File: config.mk
export PLATFORM = sky130hd
export DESIGN_NAME = pem_root_cell
export DESIGN_NICKNAME = d
export VERILOG_FILES = /design/src/sv/pem_pkg.sv /design/src/sv/pem_root_cell.sv
export SDC_FILE = /design/constraint.sdc
export NUM_CORES = 1
export LEC_CHECK = 0
export BUFFER_PORTS_ARGS = -buffer_cell sky130_fd_sc_hd__buf_2
export CAP_MARGIN = 40
export CORE_UTILIZATION = 50
export DETAILED_ROUTE_END_ITERATION = 16
export PLACE_DENSITY = 0.78
export SYNTH_ARGS = -nofsm -noshare
export SYNTH_HDL_FRONTEND = slang
export SYNTH_SLANG_ARGS = --single-unit
File: constraint.sdc
create_clock -name clk -period 6.65 [get_ports clk]
set_clock_uncertainty 0.1 [all_clocks]
set_input_delay 0.9975 -clock clk [delete_from_list [all_inputs] [get_ports clk]]
set_output_delay 0.9975 -clock clk [all_outputs]
set_load 0.05 [all_outputs]
File: src/sv/pem_pkg.sv
// Package for the Prewitt edge magnitude block: widths and shared types.
// Used by all modules of the block; depends on nothing.
`default_nettype none
package pem_pkg;
  localparam int PixW  = 8;
  localparam int RootW = 8;
  localparam int SqW   = 16;
  localparam int CfgIdxW = 1;

  // Register indexes of the configuration port.
  localparam logic [CfgIdxW-1:0] RegWidth  = 1'd0;
  localparam logic [CfgIdxW-1:0] RegHeight = 1'd1;

  // Beat handed from one root cell to the next.
  typedef struct packed {
    logic             vld;
    logic [SqW:0]     rem_sq;   // radicand, 17 bits, saturation via top bit
    logic [RootW-1:0] root;
    logic [9:0]       row;
    logic [7:0]       col;
    logic             last;
  } pem_cell_t;
endpackage
`default_nettype wire

File: src/sv/pem_root_cell.sv
// One bit step of the integer square root chain.
// Depends on pem_pkg.
`default_nettype none
module pem_root_cell #(
  parameter int BitPos = 7
) (
  input  wire                clk,
  input  wire                rst,
  input  wire                adv,
  input  pem_pkg::pem_cell_t cin,
  output pem_pkg::pem_cell_t cout
);
  import pem_pkg::*;

  logic [RootW-1:0] trial;
  logic [SqW:0]     trial_sq;

  // Try setting this bit of the root and keep it if its square still fits or the radicand is saturated.
  always_comb begin
    trial    = cin.root | RootW'(1 << BitPos);
    trial_sq = (SqW+1)'(trial) * (SqW+1)'(trial);
  end

  always_ff @(posedge clk) begin
    if (rst) begin
      cout.vld <= 1'b0;
    end else if (adv) begin
      cout.vld <= cin.vld;
    end
    if (adv) begin
      cout.rem_sq <= cin.rem_sq;
      cout.row    <= cin.row;
      cout.col    <= cin.col;
      cout.last   <= cin.last;
      if (cin.rem_sq[SqW] || trial_sq <= cin.rem_sq) begin
        cout.root <= trial;
      end else begin
        cout.root <= cin.root;
      end
    end
  end
endmodule
`default_nettype wire

==> results.txt, run 1 <==
----------------------------------------------------
[Timing]
  Tcrit/Tclk final ... 90.56%
  Unrepaired setup endpoints after global routing ... false
  Total negative slack ... 0 ns
  Worst rel slew slack ... 63.37%
  Final count of negative-setup-slack endpoints ... 0
  Number of hold violations in the final report ... 0
  Number of slew-limit violations in the final report ... 0
  Min Clock Period, post-route ... 6.022 ns
  Actual transition at the worst max-transition pin ... 0.5445 ns
  Maximum clock rate ... 0.1660 GHz

[Pwr]
  Peak supply drop ... 0.1377 mV
  Total power density per cell area ... 336.3 nW/um2
  Overall power after layout ... 0.001427 W
  Cell leakage power ... 2.121 nW

[Floorplanning]
  Overall die area ... 7435 um2
  Count of pins on the block boundary ... 93
  Overall die height ... 86.23 um
  Initial standard-cell utilization of the core ... 51.92%
  Placement Rows ... 30
  Horiz. Die Dim ... 86.23 um
  Placeable Area ... 6832 um2

[Finish]
  Final net count ... 540
  Number of inserted filler cells in the final layout ... 586
  Max FFs per register ... 45
  Largest register by flop count ... cout
  P&R area growth vs syn ... 19.61%
  Fraction of layout cells with a size suffix above 1 ... 25.84%
  Most common cell after layout, fill and taps aside ... sky130_fd_sc_hd__buf_2
  Top flop regs ... cout (45)
  Total inserted antenna cells ... 0
  Sequential cell area in the final layout ... 1341 um2
  Commonest non-fill, non-tap cells in the layout ... sky130_fd_sc_hd__buf_2 (92), sky130_fd_sc_hd__inv_1 (73), sky130_fd_sc_hd__ha_1 (49)
  Footprint of the multi-input gates ... 1919 um2

[Clocking]
  Number of hold buffers added after cts ... 0
  Count of buffers added by post-CTS timing repair for setup ... 0
  Clk sink count ... 45
  Clock tree from TritonCTS ... built
  Num CTS Buffers ... 5
  Maximum buffer depth of the clock tree ... 2
  Clock latency at the later pin of the worst-skew pair ... 0.30 ns
  Clk Tree Root Cell ... sky130_fd_sc_hd__clkbuf_8
  Clock H-tree levels ... 2
  # resized after CTS ... 0
  Clock slew at reported path FFs ... 0.09 ns

[Worst hold path]
  Worst hold path class ... flop to flop
  Start point of the worst hold path ... cout[44]

[Detailed routing]
  Detailed Route Iter0 Violations ... 112
  Per-cell routed wire length ... 13.51 um
  Routed wire length ... 6945 um
  # DRC ... 0
  First-pass iteration count of the detailed router ... 4
  Via count ... 2660
  Via-per-instance ratio ... 5.175
  Final antenna-violating net count ... 0

[Critical path]
  Crit. Startpoint ... cin[21]
  Class of the most critical setup path ... input port to flop
  Required arrival time at the worst endpoint ... 6.68 ns
  Maximum net fanout on the critical path ... 6
  CP endpoint kind ... flop
  Slack of the worst reg-to-reg path ... 5.97 ns
  Kind of start point of the critical path ... input port
  Endpoint arrival time on the critical path ... 6.05 ns
  Critical register-to-register path startpoint ... cout[44]

[Run status]
  Result of the run ... complete, no violations

[Logic synthesis]
  Cells after synthesis ... 320
  Post-synthesis area per instance ... 11.08 um2
  Share of synthesized flip-flops with an asynchronous set or reset ... 0%
  FF+latch count, synth ... 45
  Area of the mapped netlist ... 3547 um2
  Top FF cell, synth ... sky130_fd_sc_hd__edfxtp_1
  Share of synthesized area occupied by flip-flops and latches ... 37.81%
  Count of yosys warnings during synthesis ... 0
  Number of enable flip-flop cells after synthesis ... 44
  Number of nets produced by synthesis ... 443
  Count of unique library cells instantiated by Yosys ... 45
  Leading post-synthesis cells by cell area ... sky130_fd_sc_hd__edfxtp_1 (37%), sky130_fd_sc_hd__ha_1 (17%), sky130_fd_sc_hd__fa_1 (15%)
  Fraction of post-synthesis cell area in the top cell type by area ... 37.25%
  Dominant cell type by area after synthesis ... sky130_fd_sc_hd__edfxtp_1

[Placement]
  PortBufs ... 92
  Placer congestion estimate ... 0.9489
  Half-perimeter wire length of the detailed placement result ... 5815 um

[Global route]
  Pin count of the biggest net entering global routing ... 34
  Global router's overall resource usage ... 19.69%
  Vias in the first global route ... 2635
  Global-route wire length before repair ... 11510 um
  Final global-route overflow total ... 0
  Antenna violations before repair ... 0

[Flow run]
  Count of max-cap constraint violations ... 0

----------------------------------------------------
-- cells by family (layout without fill, tap and decap cells) --
| logic type | Yosys count | in the layout | synth area share (%) |
|---|---|---|---|
| adder cells (fa/ha/maj) | 75 | 75 | 31.96 |
| XOR/XNOR | 12 | 12 | 2.963 |
| AND/OR/NAND/NOR | 63 | 63 | 9.065 |
| multiplexers | 3 | 3 | 0.8818 |
| AO/OA/AOI/OAI | 46 | 46 | 9.242 |
| flip-flops | 45 | 45 | 37.81 |
| buffers and inverters | 76 | 174 | 8.077 |
-- final cells by class --
type / count / share of cell area, %
Inverter: 73 / 6.458
Tap cell: 96 / 2.831
Timing Repair Buffer: 93 / 11.32
Sequential cell: 45 / 31.61
Multi-Input combinational cell: 199 / 45.24
Clock inverter: 2 / 0.8257
Clock buffer: 6 / 1.710
-- path summary, 6_finish.rpt --
| check | end | depth (start not counted) |
|---|---|---|
| min reg2reg | cout[44] | 2 |
| max | cout[26] | 18 |
| max reg2reg | cout[44] | 2 |
| min | cout[44] | 2 |
-- critical path, stage by stage --
cell	delay [ns]
sky130_fd_sc_hd__buf_2	0.12
sky130_fd_sc_hd__inv_1	0.15
sky130_fd_sc_hd__fa_1	0.58
sky130_fd_sc_hd__inv_1	0.07
sky130_fd_sc_hd__fa_1	0.50
sky130_fd_sc_hd__fa_1	0.54
sky130_fd_sc_hd__inv_1	0.05
sky130_fd_sc_hd__fa_1	0.52
sky130_fd_sc_hd__inv_1	0.05
sky130_fd_sc_hd__ha_1	0.36
sky130_fd_sc_hd__a21oi_1	0.26
sky130_fd_sc_hd__a21boi_0	0.26
sky130_fd_sc_hd__a211o_1	0.34
sky130_fd_sc_hd__and3_1	0.15
sky130_fd_sc_hd__ha_1	0.31
sky130_fd_sc_hd__a211o_1	0.29
sky130_fd_sc_hd__a221o_1	0.32
sky130_fd_sc_hd__o31ai_1	0.19
-- cell usage after synthesis, types with 2 or more instances --
| cell | n |
|---|---|
| sky130_fd_sc_hd__or2_2 | 2 |
| sky130_fd_sc_hd__o211ai_1 | 2 |
| sky130_fd_sc_hd__a211o_1 | 3 |
| sky130_fd_sc_hd__o21ai_0 | 4 |
| sky130_fd_sc_hd__edfxtp_1 | 44 |
| sky130_fd_sc_hd__xor2_1 | 3 |
| sky130_fd_sc_hd__a21o_1 | 4 |
| sky130_fd_sc_hd__o31ai_1 | 2 |
| sky130_fd_sc_hd__nor2_1 | 16 |
| sky130_fd_sc_hd__and3_1 | 2 |
| sky130_fd_sc_hd__fa_1 | 26 |
| sky130_fd_sc_hd__nor3_1 | 4 |
| sky130_fd_sc_hd__o2111ai_1 | 2 |
| sky130_fd_sc_hd__xnor2_1 | 9 |
| sky130_fd_sc_hd__nand2_1 | 14 |
| sky130_fd_sc_hd__mux2i_1 | 2 |
| sky130_fd_sc_hd__clkbuf_1 | 2 |
| sky130_fd_sc_hd__ha_1 | 49 |
| sky130_fd_sc_hd__a21oi_1 | 16 |
| sky130_fd_sc_hd__nor4_1 | 3 |
| sky130_fd_sc_hd__inv_1 | 73 |
| sky130_fd_sc_hd__nand3_1 | 5 |
| sky130_fd_sc_hd__nand2b_1 | 7 |
| sky130_fd_sc_hd__nand4_1 | 5 |
-- metrics by stage --
| stage | hold WS (ns) | utilization (%) | setup slack, ns | cell area, um2 | std cells |
|---|---|---|---|---|---|
| after floorplan | 0.6326 | - | 0.7016 | 3547 | 320 |
| after global placement | 0.3695 | 60.24 | 0.5130 | 4115 | 505 |
| after detailed placement | 0.3792 | 60.53 | 0.3339 | 4135 | 506 |
| after CTS | 0.4037 | 62.11 | 0.6216 | 4243 | 514 |
| after global routing | 0.4549 | 62.11 | 0.3427 | 4243 | 514 |
| final | 0.4082 | 62.11 | 0.6276 | 4243 | 514 |
-- routing by layer --
| metal | GRT usage, % | wire length, um | part of all wire, % | vias to the layer above |
|---|---|---|---|---|
| li1 | - | - | - | 1281 |
| met1 | 23.93 | 2911 | 42 | 1269 |
| met2 | 35.14 | 3416 | 49 | 99 |
| met3 | 3.429 | 494 | 7.1 | 11 |
| met4 | 7.121 | 122 | 1.8 | 0 |
| met5 | 0 | 0 | 0 | - |
-- power breakdown --
group,internal (W),switching [W],total (W)
clock,0.000112,0.0000947,0.000206
combinational,0.000347,0.000532,0.000879
sequential,0.000336,0.00000555,0.000342
Power figures use the tool's default switching activity.
==> inputs of run 2 (changes only) <==
--- a/config.mk
+++ b/config.mk
@@ -5,11 +5,11 @@
 export SDC_FILE = /design/constraint.sdc
 export NUM_CORES = 1
 export LEC_CHECK = 0
-export BUFFER_PORTS_ARGS = -buffer_cell sky130_fd_sc_hd__buf_2
 export CAP_MARGIN = 40
 export CORE_UTILIZATION = 50
 export DETAILED_ROUTE_END_ITERATION = 16
-export PLACE_DENSITY = 0.78
+export DONT_BUFFER_PORTS = 1
+export PLACE_DENSITY = 0.67
 export SYNTH_ARGS = -nofsm -noshare
 export SYNTH_HDL_FRONTEND = slang
 export SYNTH_SLANG_ARGS = --single-unit
==> results.txt, run 2 (same netlist as run 1, synthesis figures left out) <==
----------------------------------------------------
[Pwr]
  Share of total power consumed by net switching ... 45.27% (+1.0 points)
  Share of total power in combinational logic ... 55.5% (-6.1 points)
  Switching component of the power ... 0.0006076 W (-3.8%)
  Sequential share of power ... 31.7% (+7.7 points)
  Total power density per cell area ... 358.4 nW/um2 (+6.6%)
  Clock power frac ... 12.8% (-1.7 points)
  Cell leakage power ... 1.738 nW (-18%)
  Internal power consumption ... 0.0007346 W (-7.6%)
  Peak supply drop ... 0.1399 mV (+1.6%)

[Global route]
  Vias in the first global route ... 2177 (-17%)
  Global router's overall resource usage ... 16.78% (-2.9 points)
  Final global-route overflow total ... 0 (unchanged)
  Antenna violations before repair ... 0 (unchanged)
  Pin count of the biggest net entering global routing ... 46 (+35%)
  Global-route wire length before repair ... 9749 um (-15%)

[Detailed routing]
  Via count ... 2264 (-15%)
  Routed wire length ... 5993 um (-14%)
  # DRC ... 0 (unchanged)
  Per-cell routed wire length ... 14.24 um (+5.4%)
  Via-per-instance ratio ... 5.378 (+3.9%)
  Final antenna-violating net count ... 0 (unchanged)
  First-pass iteration count of the detailed router ... 4 (unchanged)
  Detailed Route Iter0 Violations ... 137 (+22%)

[Floorplanning]
  Initial standard-cell utilization of the core ... 51.92% (unchanged)
  Count of pins on the block boundary ... 93 (unchanged)
  Placement Rows ... 30 (unchanged)
  Placeable Area ... 6832 um2 (unchanged)
  Overall die height ... 86.23 um (unchanged)
  Horiz. Die Dim ... 86.23 um (unchanged)
  Overall die area ... 7435 um2 (unchanged)

[Timing]
  Tcrit/Tclk final ... 88.25% (-2.3 points)
  Actual transition at the worst max-transition pin ... 0.5461 ns (+0.001620 ns)
  Maximum clock rate ... 0.1704 GHz (+2.6%)
  Final count of negative-setup-slack endpoints ... 0 (unchanged)
  Worst rel slew slack ... 63.26% (-0.11 points)
  Unrepaired setup endpoints after global routing ... false
  Number of hold violations in the final report ... 0 (unchanged)
  PnR worst setup slack ... 0.7817 ns (+0.1541 ns)
  Total negative slack ... 0 ns (unchanged)
  Number of slew-limit violations in the final report ... 0 (unchanged)
  Min Clock Period, post-route ... 5.868 ns (-0.1541 ns)

[Critical path]
  Class of the most critical setup path ... input port to flop
  Required arrival time at the worst endpoint ... 6.67 ns (about the same)
  Endpoint arrival time on the critical path ... 5.89 ns (-0.16 ns)
  Critical path cell sequence ... inv_1 > fa_1 > inv_1 > fa_1 > fa_1 > inv_1 > fa_1 > inv_1 > ha_1 > a21oi_1 > a21boi_0 > a211o_1 > and3_1 > ha_1 > a211o_1 > a221o_1 > o31ai_1
  Kind of start point of the critical path ... input port
  Maximum net fanout on the critical path ... 6 (unchanged)
  CP endpoint kind ... flop
  Delay of the slowest critical-path stage ... 0.56 ns (-0.02 ns)
  Highest-delay cell along the critical path ... sky130_fd_sc_hd__fa_1

[Clocking]
  Clk sink count ... 45 (unchanged)
  Count of buffers added by post-CTS timing repair for setup ... 0 (unchanged)
  Clock tree from TritonCTS ... built
  Maximum buffer depth of the clock tree ... 2 (unchanged)
  # resized after CTS ... 0 (unchanged)
  Clock latency at the later pin of the worst-skew pair ... 0.29 ns (about the same)
  Clk Tree Root Cell ... sky130_fd_sc_hd__clkbuf_8
  Num CTS Buffers ... 5 (unchanged)
  Clock slew at reported path FFs ... 0.09 ns (about the same)
  Clock H-tree levels ... 2 (unchanged)
  Number of hold buffers added after cts ... 0 (unchanged)

[Placement]
  Half-perimeter wire length of the detailed placement result ... 4967 um (-15%)
  PortBufs ... 0 (-100%)
  Post-placement worst setup slack ... 0.4997 ns (+0.1658 ns)
  Placer congestion estimate ... 0.9634 (+1.5%)

[Finish]
  Total inserted antenna cells ... 0 (unchanged)
  Max FFs per register ... 45 (unchanged)
  Top flop regs ... cout (45)
  Sequential cell area in the final layout ... 1341 um2 (unchanged)
  Footprint of the multi-input gates ... 1919 um2 (unchanged)
  Util after Layout ... 54.82% (-7.3 points)
  P&R area growth vs syn ... 5.573%
  Most common cell after layout, fill and taps aside ... sky130_fd_sc_hd__inv_1
  Final net count ... 447 (-17%)
  Commonest non-fill, non-tap cells in the layout ... sky130_fd_sc_hd__inv_1 (73), sky130_fd_sc_hd__ha_1 (49), sky130_fd_sc_hd__edfxtp_1 (44)
  Fraction of layout cells with a size suffix above 1 ... 4.923% (-21 points)
  Number of inserted filler cells in the final layout ... 619 (+5.6%)
  Largest register by flop count ... cout

[Run status]
  Result of the run ... complete, no violations

[Flow run]
  Count of max-cap constraint violations ... 0 (unchanged)

[Worst hold path]
  Worst hold path class ... input port to flop

----------------------------------------------------
==> run 2: cell type report <==
type / instances / area share, %
multi-input cells: 199 / 51.25
clock buffers: 5 / 1.838
well taps: 96 / 3.207
flip-flops and latches: 45 / 35.82
inverters: 73 / 7.317
clock inverters: 3 / 0.5680
==> run 2: final timing paths <==
| kind | startpoint | end | slack [ns] | cells after the start |
|---|---|---|---|---|
| worst min register to register | cout[44] | cout[44] | 0.67 | 2 |
| worst min-delay path | rst | cout[44] | 0.66 | 1 |
| worst max-delay path | cin[21] | cout[26] | 0.78 | 17 |
| worst max register to register | cout[44] | cout[44] | 5.61 | 2 |
==> run 2: metal layers <==
| metal | global-route usage, % | vias to the layer above | routed length (um) |
|---|---|---|---|
| li1 | - | 1091 | - |
| met1 | 22.12 | 1081 | 2635 |
| met2 | 28.14 | 86 | 2870 |
| met3 | 3.524 | 6 | 420 |
| met4 | 4.697 | 0 | 66 |
| met5 | 0 | - | 0 |
==> run 2: power groups by stage <==
stage	clock network, W	logic [W]	registers, W
detailed placement	0	0.000747	0.000432
global placement	0	0.000733	0.000432
global route	0.000186	0.000867	0.000428
CTS	0.000178	0.000753	0.000426
floorplan	0	0.000604	0.000430
finish	0.000172	0.000744	0.000425
==> run 2: stage by stage <==
| stage | std cells | instance area (um2) | hold slack, ns | total power, W |
|---|---|---|---|---|
| after detailed placement | 413 | 3655 | 0.6611 | 0.001179 |
| after floorplan | 320 | 3547 | 0.6326 | 0.001034 |
| after global placement | 413 | 3655 | 0.6479 | 0.001165 |
| after global routing | 421 | 3745 | 0.6566 | 0.001482 |
| after CTS | 421 | 3745 | 0.6536 | 0.001357 |
| final | 421 | 3745 | 0.6622 | 0.001342 |
==> run 2: critical path: cells and delay by family <==
kind / cells / cell delay [ns]
buffers and inverters: 4 / 0.29
AO/OA/AOI/OAI: 6 / 1.67
adder cells (fa/ha/maj): 6 / 2.79
AND/OR/NAND/NOR: 1 / 0.14
